[config.mk]
export PLATFORM = sky130hd
export DESIGN_NAME = speech_pause_split_detector_core
export DESIGN_NICKNAME = d
export VERILOG_FILES = /design/src/hdl/spsd_pkg.sv /design/src/hdl/spsd_ctrl.sv /design/src/hdl/spsd_dp.sv /design/src/hdl/speech_pause_split_detector_core.sv
export SDC_FILE = /design/constraint.sdc
export NUM_CORES = 2
export LEC_CHECK = 0
export BUFFER_PORTS_ARGS = -buffer_cell sky130_fd_sc_hd__buf_4
export CORE_AREA = 2 2 359 361
export CTS_BUF_LIST = sky130_fd_sc_hd__clkbuf_8
export CTS_CLUSTER_SIZE = 16
export DETAILED_ROUTE_END_ITERATION = 16
export DIE_AREA = 0 0 361 363
export GPL_ROUTABILITY_DRIVEN = 0
export GPL_TIMING_DRIVEN = 0
export PLACE_DENSITY = 0.64
export SLEW_MARGIN = 25
export SYNTH_ARGS = -nofsm -noshare
export SYNTH_HDL_FRONTEND = slang
export SYNTH_SLANG_ARGS = --single-unit
[constraint.sdc]
create_clock -name aclk -period 24.7 [get_ports aclk]
set_clock_uncertainty 0.05 [all_clocks]
set_input_delay 2.47 -clock aclk [delete_from_list [all_inputs] [get_ports aclk]]
set_output_delay 2.47 -clock aclk [all_outputs]
set_load 0.005 [all_outputs]
[src/hdl/spsd_pkg.sv]
// ----------------------------------------------------------------------------
// spsd_pkg
// Shared types and constants of the speech pause split detector: widths,
// controller states, command and status bundles, register map.
// ----------------------------------------------------------------------------
package spsd_pkg;

    localparam int MAX_FRAME_SAMPLES = 1024;

    localparam int SAMPLE_W = 16;
    localparam int MAG_W    = SAMPLE_W + 1;
    localparam int SQ_W     = 31;
    localparam int LEN_W    = 11;
    localparam int SUM_W    = 41;
    localparam int RMS_W    = 23;
    localparam int ROOT_W   = 29;
    localparam int RAD_W    = 2 * ROOT_W;
    localparam int RREM_W   = ROOT_W + 3;
    localparam int CNT_W    = 16;
    localparam int MIN_W    = 8;
    localparam int RATIO_W  = 8;
    localparam int MARGIN_W = 15;
    localparam int RISE_W   = 16;
    localparam int PROD_W   = RMS_W + RISE_W;
    localparam int RHS_W    = RMS_W + RATIO_W;
    localparam int CMP_W    = 32;
    localparam int OUT_W    = 48;
    localparam int ITER_W   = 6;
    localparam int ADDR_W   = 5;
    localparam int DATA_W   = 32;

    localparam int DIV_STEPS  = SUM_W;
    localparam int ROOT_STEPS = ROOT_W;

    localparam logic [LEN_W-1:0] LEN_MAX = LEN_W'(MAX_FRAME_SAMPLES);
    localparam logic [RMS_W-1:0] RMS_SAT = {RMS_W{1'b1}};
    localparam logic [CNT_W-1:0] CNT_SAT = {CNT_W{1'b1}};

    typedef enum logic [3:0] {
        ST_IDLE,
        ST_SQUARE,
        ST_ACCUM,
        ST_DIVIDE,
        ST_ROOT_LOAD,
        ST_ROOT,
        ST_RMS,
        ST_FLOOR_MUL,
        ST_FLOOR_UPD,
        ST_QUIET_MUL,
        ST_OUTPUT
    } state_t;

    typedef struct packed {
        logic capture;
        logic square;
        logic accum;
        logic div_step;
        logic root_load;
        logic root_step;
        logic rms_load;
        logic floor_mul;
        logic floor_upd;
        logic quiet_mul;
        logic out_load;
    } cmd_t;

    typedef struct packed {
        logic last_sample;
        logic out_free;
    } status_t;

    typedef struct packed {
        logic [LEN_W-1:0]    frame_samples;
        logic [CNT_W-1:0]    soft_limit;
        logic [CNT_W-1:0]    hard_limit;
        logic [MIN_W-1:0]    pause_frames;
        logic [RATIO_W-1:0]  floor_ratio_q4;
        logic [MARGIN_W-1:0] rms_margin;
        logic [RISE_W-1:0]   floor_rise_q16;
    } cfg_t;

    typedef enum logic [2:0] {
        REG_FRAME_SAMPLES,
        REG_SPLIT_AFTER,
        REG_SPLIT_FORCE,
        REG_SILENCE_MIN,
        REG_FLOOR_RATIO,
        REG_RMS_MARGIN,
        REG_FLOOR_RISE
    } reg_idx_t;

endpackage

[src/hdl/spsd_ctrl.sv]
// ----------------------------------------------------------------------------
// spsd_ctrl
// Sequencer: walks each sample through square and accumulate, and each frame
// end through divide, square root, floor update and result load.
// ----------------------------------------------------------------------------
module spsd_ctrl import spsd_pkg::*; (
    input  logic    aclk,
    input  logic    aresetn,
    input  logic    s_tvalid,
    output logic    s_tready,
    input  status_t status,
    output cmd_t    cmd
);

    state_t             state_reg, state_next;
    logic [ITER_W-1:0]  iter_reg, iter_next;
    logic               div_end;
    logic               root_end;

    assign div_end  = (iter_reg == ITER_W'(DIV_STEPS - 1));
    assign root_end = (iter_reg == ITER_W'(ROOT_STEPS - 1));

    always_ff @(posedge aclk) begin
        if (!aresetn) begin
            state_reg <= ST_IDLE;
            iter_reg  <= '0;
        end else begin
            state_reg <= state_next;
            iter_reg  <= iter_next;
        end
    end

    // step counter for the two iterative units
    always_comb begin
        if ((state_reg == ST_DIVIDE && !div_end) || (state_reg == ST_ROOT && !root_end)) begin
            iter_next = iter_reg + 1'b1;
        end else begin
            iter_next = '0;
        end
    end

    always_comb begin
        state_next = state_reg;
        unique case (state_reg)
            ST_IDLE:      if (s_tvalid) state_next = ST_SQUARE;
            ST_SQUARE:    state_next = ST_ACCUM;
            ST_ACCUM:     state_next = status.last_sample ? ST_DIVIDE : ST_IDLE;
            ST_DIVIDE:    if (div_end) state_next = ST_ROOT_LOAD;
            ST_ROOT_LOAD: state_next = ST_ROOT;
            ST_ROOT:      if (root_end) state_next = ST_RMS;
            ST_RMS:       state_next = ST_FLOOR_MUL;
            ST_FLOOR_MUL: state_next = ST_FLOOR_UPD;
            ST_FLOOR_UPD: state_next = ST_QUIET_MUL;
            ST_QUIET_MUL: state_next = ST_OUTPUT;
            ST_OUTPUT:    if (status.out_free) state_next = ST_IDLE;
            default:      state_next = ST_IDLE;
        endcase
    end

    always_comb begin
        cmd      = '0;
        s_tready = 1'b0;
        unique case (state_reg)
            ST_IDLE: begin
                s_tready    = 1'b1;
                cmd.capture = s_tvalid;
            end
            ST_SQUARE:    cmd.square    = 1'b1;
            ST_ACCUM:     cmd.accum     = 1'b1;
            ST_DIVIDE:    cmd.div_step  = 1'b1;
            ST_ROOT_LOAD: cmd.root_load = 1'b1;
            ST_ROOT:      cmd.root_step = 1'b1;
            ST_RMS:       cmd.rms_load  = 1'b1;
            ST_FLOOR_MUL: cmd.floor_mul = 1'b1;
            ST_FLOOR_UPD: cmd.floor_upd = 1'b1;
            ST_QUIET_MUL: cmd.quiet_mul = 1'b1;
            ST_OUTPUT:    cmd.out_load  = status.out_free;
            default:      cmd = '0;
        endcase
    end

endmodule

[src/hdl/spsd_dp.sv]
// ----------------------------------------------------------------------------
// spsd_dp
// Datapath: square and sum, bit-serial divider, two-bit-per-step square root,
// noise floor tracker, quiet test, frame counters and result register.
// ----------------------------------------------------------------------------
module spsd_dp import spsd_pkg::*; (
    input  logic                aclk,
    input  logic                aresetn,
    input  cmd_t                cmd,
    output status_t             status,
    input  cfg_t                cfg,
    input  logic [SAMPLE_W-1:0] s_tdata,
    output logic                m_tvalid,
    input  logic                m_tready,
    output logic [OUT_W-1:0]    m_tdata
);

    logic [MAG_W-1:0]    mag_reg;
    logic [SQ_W-1:0]     sq_reg;
    logic [SUM_W-1:0]    sum_reg;
    logic [LEN_W-1:0]    index_reg;
    logic [SUM_W-1:0]    dvd_reg;
    logic [LEN_W-1:0]    rem_reg;
    logic [RAD_W-1:0]    rad_reg;
    logic [RREM_W-1:0]   rrem_reg;
    logic [ROOT_W-1:0]   root_reg;
    logic [RMS_W-1:0]    rms_reg;
    logic [RMS_W-1:0]    noise_reg;
    logic                known_reg;
    logic                take_reg;
    logic [PROD_W-1:0]   prod_reg;
    logic [RHS_W-1:0]    rhs_reg;
    logic [CNT_W-1:0]    quiet_cnt_reg;
    logic [CNT_W-1:0]    file_cnt_reg;
    logic                out_valid_reg;
    logic [OUT_W-1:0]    out_data_reg;

    logic signed [MAG_W-1:0] sample_x;
    logic [MAG_W-1:0]    mag;
    logic [LEN_W-1:0]    len;
    logic                last;
    logic [SUM_W-1:0]    sum_add;
    logic [LEN_W:0]      div_trial;
    logic                div_ge;
    logic [LEN_W-1:0]    rem_next;
    logic [RREM_W-1:0]   root_cur;
    logic [RREM_W-1:0]   root_trial;
    logic                root_ge;
    logic [RMS_W:0]      floor_sum;
    logic [CMP_W-1:0]    rhs;
    logic [CMP_W-1:0]    lhs;
    logic                quiet;
    logic [CNT_W-1:0]    quiet_cnt_next;
    logic [CNT_W-1:0]    file_cnt_next;
    logic                split;

    // sample magnitude, -32768 maps to 32768
    assign sample_x = {s_tdata[SAMPLE_W-1], s_tdata};
    assign mag      = s_tdata[SAMPLE_W-1] ? MAG_W'(-sample_x) : MAG_W'(sample_x);

    // effective frame length
    always_comb begin
        if (cfg.frame_samples == '0) begin
            len = LEN_W'(1);
        end else if (cfg.frame_samples > LEN_MAX) begin
            len = LEN_MAX;
        end else begin
            len = cfg.frame_samples;
        end
    end

    assign last    = ({1'b0, index_reg} + 1'b1) >= {1'b0, len};
    assign sum_add = sum_reg + SUM_W'(sq_reg);

    // restoring divide step
    assign div_trial = {rem_reg, dvd_reg[SUM_W-1]};
    assign div_ge    = div_trial >= {1'b0, len};
    assign rem_next  = div_ge ? LEN_W'(div_trial - {1'b0, len}) : div_trial[LEN_W-1:0];

    // square root step, two radicand bits at a time
    assign root_cur   = {rrem_reg[RREM_W-3:0], rad_reg[RAD_W-1 -: 2]};
    assign root_trial = RREM_W'({root_reg, 2'b01});
    assign root_ge    = root_cur >= root_trial;

    assign floor_sum = {1'b0, noise_reg} + (RMS_W + 1)'(prod_reg[PROD_W-1:RISE_W]);

    // quiet test: rms*16 <= floor*ratio + margin*4096
    assign rhs   = CMP_W'(rhs_reg) + (CMP_W'(cfg.rms_margin) << 12);
    assign lhs   = CMP_W'({rms_reg, 4'b0000});
    assign quiet = lhs <= rhs;

    always_comb begin
        if (quiet) begin
            quiet_cnt_next = (quiet_cnt_reg == CNT_SAT) ? quiet_cnt_reg : quiet_cnt_reg + 1'b1;
        end else begin
            quiet_cnt_next = '0;
        end
        file_cnt_next = (file_cnt_reg == CNT_SAT) ? file_cnt_reg : file_cnt_reg + 1'b1;
        split = (file_cnt_next >= cfg.hard_limit) ||
                ((file_cnt_next >= cfg.soft_limit) &&
                 (quiet_cnt_next >= CNT_W'(cfg.pause_frames)));
    end

    assign status.last_sample = last;
    assign status.out_free    = !out_valid_reg || m_tready;

    // payload registers
    always_ff @(posedge aclk) begin
        if (cmd.capture) begin
            mag_reg <= mag;
        end
        if (cmd.square) begin
            sq_reg <= SQ_W'(mag_reg * mag_reg);
        end
        if (cmd.accum && last) begin
            dvd_reg <= sum_add;
            rem_reg <= '0;
        end else if (cmd.div_step) begin
            dvd_reg <= {dvd_reg[SUM_W-2:0], div_ge};
            rem_reg <= rem_next;
        end
        if (cmd.root_load) begin
            rad_reg  <= {1'b0, dvd_reg, 16'h0000};
            rrem_reg <= '0;
            root_reg <= '0;
        end else if (cmd.root_step) begin
            rad_reg  <= rad_reg << 2;
            rrem_reg <= root_ge ? root_cur - root_trial : root_cur;
            root_reg <= {root_reg[ROOT_W-2:0], root_ge};
        end
        if (cmd.rms_load) begin
            rms_reg <= (root_reg > ROOT_W'(RMS_SAT)) ? RMS_SAT : root_reg[RMS_W-1:0];
        end
        if (cmd.floor_mul) begin
            take_reg <= !known_reg || (rms_reg < noise_reg);
            prod_reg <= PROD_W'((rms_reg - noise_reg) * cfg.floor_rise_q16);
        end
        if (cmd.quiet_mul) begin
            rhs_reg <= RHS_W'(noise_reg * cfg.floor_ratio_q4);
        end
        if (cmd.out_load) begin
            out_data_reg <= {noise_reg, rms_reg, quiet, split};
        end
    end

    // frame state
    always_ff @(posedge aclk) begin
        if (!aresetn) begin
            sum_reg       <= '0;
            index_reg     <= '0;
            noise_reg     <= '0;
            known_reg     <= 1'b0;
            quiet_cnt_reg <= '0;
            file_cnt_reg  <= '0;
            out_valid_reg <= 1'b0;
        end else begin
            if (cmd.accum) begin
                if (last) begin
                    sum_reg   <= '0;
                    index_reg <= '0;
                end else begin
                    sum_reg   <= sum_add;
                    index_reg <= index_reg + 1'b1;
                end
            end
            if (cmd.floor_upd) begin
                known_reg <= 1'b1;
                if (take_reg) begin
                    noise_reg <= rms_reg;
                end else begin
                    noise_reg <= floor_sum[RMS_W] ? RMS_SAT : floor_sum[RMS_W-1:0];
                end
            end
            if (cmd.out_load) begin
                quiet_cnt_reg <= split ? '0 : quiet_cnt_next;
                file_cnt_reg  <= split ? '0 : file_cnt_next;
                out_valid_reg <= 1'b1;
            end else if (m_tready) begin
                out_valid_reg <= 1'b0;
            end
        end
    end

    assign m_tvalid = out_valid_reg;
    assign m_tdata  = out_data_reg;

endmodule

[src/hdl/speech_pause_split_detector_core.sv]
// ----------------------------------------------------------------------------
// speech_pause_split_detector_core
// Frame energy, noise floor tracking and file split decision for a mono
// 16-bit audio stream, with an APB register port.
// ----------------------------------------------------------------------------
// Each sample passes through capture, square and accumulate. The last sample
// of a frame adds the frame-end work: a bit-serial divide of the 41-bit square
// sum by the frame length, a root load, a square root that retires two radicand
// bits a cycle, the rms clamp, then floor update multiply, floor write,
// threshold multiply and the result load.
// The result register lets the next frame start while a result waits; the
// block only holds off at the next frame end if that result is still not
// taken. One result transfer leaves per frame, none for mid-frame samples.
// Registers are to be written only while the block is idle; it does not check.
module speech_pause_split_detector_core import spsd_pkg::*; (
    input  logic                aclk,
    input  logic                aresetn,
    // sample input
    input  logic                s_tvalid,
    output logic                s_tready,
    input  logic [15:0]         s_tdata,   // [15:0] sample
    // frame result
    output logic                m_tvalid,
    input  logic                m_tready,
    output logic [47:0]         m_tdata,   // [0] split_now, [1] quiet_frame,
                                           // [24:2] rms_level, [47:25] floor_level
    // register port
    input  logic                psel,
    input  logic                penable,
    input  logic                pwrite,
    input  logic [ADDR_W-1:0]   paddr,
    input  logic [DATA_W-1:0]   pwdata,
    output logic [DATA_W-1:0]   prdata,
    output logic                pready
);

    cfg_t     cfg_reg;
    cmd_t     cmd;
    status_t  status;
    reg_idx_t reg_idx;
    logic     cfg_wr;

    assign pready  = 1'b1;
    assign reg_idx = reg_idx_t'(paddr[ADDR_W-1:2]);
    assign cfg_wr  = psel && penable && pwrite && pready;

    // register writes, codes past the last register are dropped
    always_ff @(posedge aclk) begin
        if (!aresetn) begin
            cfg_reg.frame_samples  <= LEN_W'(960);
            cfg_reg.soft_limit     <= CNT_W'(30000);
            cfg_reg.hard_limit     <= CNT_W'(35000);
            cfg_reg.pause_frames   <= MIN_W'(10);
            cfg_reg.floor_ratio_q4 <= RATIO_W'(32);
            cfg_reg.rms_margin     <= MARGIN_W'(40);
            cfg_reg.floor_rise_q16 <= RISE_W'(66);
        end else if (cfg_wr) begin
            unique case (reg_idx)
                REG_FRAME_SAMPLES: cfg_reg.frame_samples  <= pwdata[LEN_W-1:0];
                REG_SPLIT_AFTER:   cfg_reg.soft_limit     <= pwdata[CNT_W-1:0];
                REG_SPLIT_FORCE:   cfg_reg.hard_limit     <= pwdata[CNT_W-1:0];
                REG_SILENCE_MIN:   cfg_reg.pause_frames   <= pwdata[MIN_W-1:0];
                REG_FLOOR_RATIO:   cfg_reg.floor_ratio_q4 <= pwdata[RATIO_W-1:0];
                REG_RMS_MARGIN:    cfg_reg.rms_margin     <= pwdata[MARGIN_W-1:0];
                REG_FLOOR_RISE:    cfg_reg.floor_rise_q16 <= pwdata[RISE_W-1:0];
                default: ;
            endcase
        end
    end

    // register read-back
    always_comb begin
        unique case (reg_idx)
            REG_FRAME_SAMPLES: prdata = DATA_W'(cfg_reg.frame_samples);
            REG_SPLIT_AFTER:   prdata = DATA_W'(cfg_reg.soft_limit);
            REG_SPLIT_FORCE:   prdata = DATA_W'(cfg_reg.hard_limit);
            REG_SILENCE_MIN:   prdata = DATA_W'(cfg_reg.pause_frames);
            REG_FLOOR_RATIO:   prdata = DATA_W'(cfg_reg.floor_ratio_q4);
            REG_RMS_MARGIN:    prdata = DATA_W'(cfg_reg.rms_margin);
            REG_FLOOR_RISE:    prdata = DATA_W'(cfg_reg.floor_rise_q16);
            default:           prdata = '0;
        endcase
    end

    // sequencer
    spsd_ctrl u_ctrl (
        .aclk     (aclk),
        .aresetn  (aresetn),
        .s_tvalid (s_tvalid),
        .s_tready (s_tready),
        .status   (status),
        .cmd      (cmd)
    );

    // arithmetic and frame state
    spsd_dp u_dp (
        .aclk     (aclk),
        .aresetn  (aresetn),
        .cmd      (cmd),
        .status   (status),
        .cfg      (cfg_reg),
        .s_tdata  (s_tdata),
        .m_tvalid (m_tvalid),
        .m_tready (m_tready),
        .m_tdata  (m_tdata)
    );

    // a sample transfer is always followed by a busy state with s_tready low
    a_busy_after_sample: assert property (@(posedge aclk) disable iff (!aresetn)
        s_tvalid && s_tready |=> !s_tready)
        else $error("sample accepted on consecutive cycles");

    // a result only appears through a result load
    a_result_from_load: assert property (@(posedge aclk) disable iff (!aresetn)
        $rose(m_tvalid) |-> $past(cmd.out_load))
        else $error("result valid without a result load");

    // a result load never overwrites a result still waiting
    a_no_overwrite: assert property (@(posedge aclk) disable iff (!aresetn)
        cmd.out_load |-> !m_tvalid || m_tready)
        else $error("result register overwritten before transfer");

endmodule

==> flow_summary_export.csv <==
group,metric,value,unit
die,die_w,361,um
setup_path,required,25.20,ns
global_route,grt_max_degree,51,
run,max_cap_violations,0,
finish,nFillCells,12000,
timing,drv_slew,0,
synthesis,synth_top_flop_cell,"dfxtp_1",
finish,finish.instance_area,62000,sq um
timing,layout_min_cycle_time,11.70,ns
clock_network,clk_pin_slew,0.07,ns
detailed_routing,via_count,44900,
power_and_ir_drop,cellPowerDensity,105,nW/um^2
clock_network,cts-buffers-inserted,93,
synthesis,synth_cell_types,94,
power_and_ir_drop,internal-power,3580,uW
finish,final_common_cell,"inv_1",
finish,largest_reg_flops,90,
global_route,grt_pass1_wl,260,mm
setup_path,start_kind,"register",
setup_path,cp_max_fo,10,
synthesis,ys_seq_elements,535,
setup_path,critPathArrivalTime,12.20,ns
synthesis,synth_warnings,0,
synthesis,synth_async_sr_flop_share,0,%
detailed_routing,wirelength,166,mm
clock_network,clock_latency,0.82,ns
placement,numPortBuffers,105,
die,fp.dieH,363,um
die,dieArea,131000,sq um
setup_path,worstRegToRegCells,31,
clock_network,cts-htree-levels,3,
timing,max_clock_freq,0.0855,GHz
hold_path,hp-class,"register to register",
hold_path,holdPathStages,2,
timing,final-hold-violation-count,0,
setup_path,slowest_stage,"a211oi_1",
clock_network,cts_sinks,535,
placement,dp_hpwl,133,mm
power_and_ir_drop,p_seq_share,19.7,%
die,core_area,127000,sq um
synthesis,ys_seq_area_share,23.3,%
setup_path,critPathMaxStageDelay,0.70,ns
setup_path,crit_path_end_kind,"register",
global_route,grt_util_all_layers,25.6,%
timing,worst_slew_pin_slew,1.06,ns
detailed_routing,ant_nets,0,
global_route,grt_overflow,0,
timing,grt_setup_unrepaired,"false",
global_route,grt_pass1_vias,45300,
finish,synthToLayoutAreaGrowth,9.08,%
clock_network,cts.hold.buffers_added,0,
clock_network,post-cts-setup-buffer-count,0,
synthesis,synthCells,6221,
setup_path,critical_path_class,"register to register",
die,ios,143,
synthesis,syn_area_per_cell,9.13,sq um
power_and_ir_drop,power_frac_clock,13.7,%
synthesis,netlist_area,56800,sq um
global_route,antenna_found_initial,23,
setup_path,critPathMostFrequentCell,"fa_1",
clock_network,ctsLongestPathBuffers,3,
detailed_routing,first_iter_violations,3642,
power_and_ir_drop,vdd_drop_max,0.533,mV
placement,dpl-instance-area,60000,sq um
detailed_routing,drt-pass1-iter-count,6,
die,start_util,44.7,%
timing,setup_viol,0,
finish,most-common-layout-cells,"inv_1, nand2_1, fa_1, ha_1",
clock_network,cts_resized,0,
power_and_ir_drop,leakagePower,0.0284,uW
synthesis,synth_edf_count,255,
finish,nets,7625,
detailed_routing,avgRoutedWirePerCell,20.3,um
timing,finalSetupTns,0,ns
timing,max-slew-margin-rel,28.6,%
finish,regArea,13300,sq um
detailed_routing,drc_errors,0,
power_and_ir_drop,p_sw_share,44.9,%
power_and_ir_drop,switching_power,2920,uW
clock_network,cts-root-buf,"clkbuf_8",
power_and_ir_drop,p_comb_share,66.6,%
detailed_routing,viasPerCell,5.48,
clock_network,cts_tree,"done",
outcome,outcome,"finished clean",
die,rows,131,
finish,layout-drive-gt1-share,6.18,%
finish,multi_input_area,39000,sq um
timing,period_share,47.4,%
synth_stat cells, types with 17 or more instances:
library cell	count	area (sq um)
a31oi_1	28	175
nand3b_1	33	248
o211a_1	18	180
fa_1	689	13800
mux2i_1	77	771
nand2b_1	60	375
and3_1	31	194
o21a_1	42	315
nor3_1	57	285
nand2_1	890	3340
xor2_1	81	709
nor2_1	209	785
a21oi_1	217	1090
a21boi_0	83	623
nand4_1	26	163
or3_1	25	156
o21ai_0	215	1080
mux2_2	56	631
o31ai_1	19	143
edfxtp_1	255	7660
xnor2_1	169	1480
nor2b_1	85	532
ha_1	430	5380
a211oi_1	26	195
buf_4	19	143
dfxtp_1	280	5610
o221ai_1	24	210
clkbuf_1	265	995
inv_1	916	3440
nand4b_1	17	149
a21o_1	86	646
a22o_1	24	210
a22oi_1	30	225
o211ai_1	47	353
nand3_1	190	951
and2_1	280	1750
per-stage QoR:
stage | power, uW | hold slack [ns] | setup WS [ns] | std cells | utilization (%)
final | 6490 | 0.406 | 13.00 | 8193 | 48.8
after global routing | 7180 | 0.414 | 12.38 | 8187 | 48.8
after CTS | 6570 | 0.405 | 13.02 | 8184 | 48.8
after detailed placement | 5640 | 0.398 | 13.10 | 8013 | 47.2
after global placement | 5600 | 0.394 | 13.22 | 8004 | 47.0
after floorplan | 4570 | 0.378 | 15.76 | 6237 | -
worst max-delay path: cells and delay by family (launching register included):
family,cells,cell delay [ns]
AOI/OAI and AO/OA,14,4.48
xor gates and xnor gates,1,0.27
adders and majority gates,8,4.07
buffers and inverters,4,1.26
DFF,1,0.36
and+or+nand+nor,4,0.95
cells by family (layout without fill, tap and decap cells):
group	after synthesis	in the layout	synth area share, %
other	2	27	0.0132
xor gates and xnor gates	251	251	3.89
and+or+nand+nor	1973	1973	16.7
AOI/OAI and AO/OA	979	979	11.4
buffers and inverters	1226	1511	8.28
DFF	535	535	23.3
muxes	136	136	2.59
adders and majority gates	1119	1119	33.8
cell type report:
type	instances	share of cell area (%)
diodes	9	0.0363
plain buffers	308	2.03
clock buffers	108	2.40
clock inverters	63	0.785
inverters	918	5.57
multi-input cells	4476	62.9
flip-flops and latches	535	21.4
well taps	1662	3.36
repair buffers	114	1.47
path summary, 6_finish.rpt:
kind / slack [ns] / startpoint / to
worst max-delay path: 13.00 / u_dp.noise_reg[1]$_SDFFE_PN0P_ / u_dp.prod_reg[38]$_DFFE_PP_
worst min-delay path: 0.41 / u_dp.rrem_reg[29]$_SDFFE_PP0P_ / u_dp.rrem_reg[29]$_SDFFE_PP0P_
worst max register to register: 13.00 / u_dp.noise_reg[1]$_SDFFE_PN0P_ / u_dp.prod_reg[38]$_DFFE_PP_
worst min register to register: 0.41 / u_dp.rrem_reg[29]$_SDFFE_PP0P_ / u_dp.rrem_reg[29]$_SDFFE_PP0P_
routing by layer:
layer	wire length [um]	global-route usage (%)	up-vias
met5	186	0	-
met4	6360	9.52	28
met3	14100	5.34	347
met2	76900	41.9	1648
met1	68400	33.6	22100
li1	-	-	20800
power by group through the flow:
stage / registers, uW / logic, uW / clock network (uW)
4_1_cts: 1280 / 4390 / 907
6_report: 1280 / 4330 / 888
3_5_place_dp: 1300 / 4340 / 0
2_1_floorplan: 1270 / 3300 / 0
5_1_grt: 1290 / 4960 / 943
3_3_place_gp: 1300 / 4300 / 0
Power figures use the tool's default switching activity.
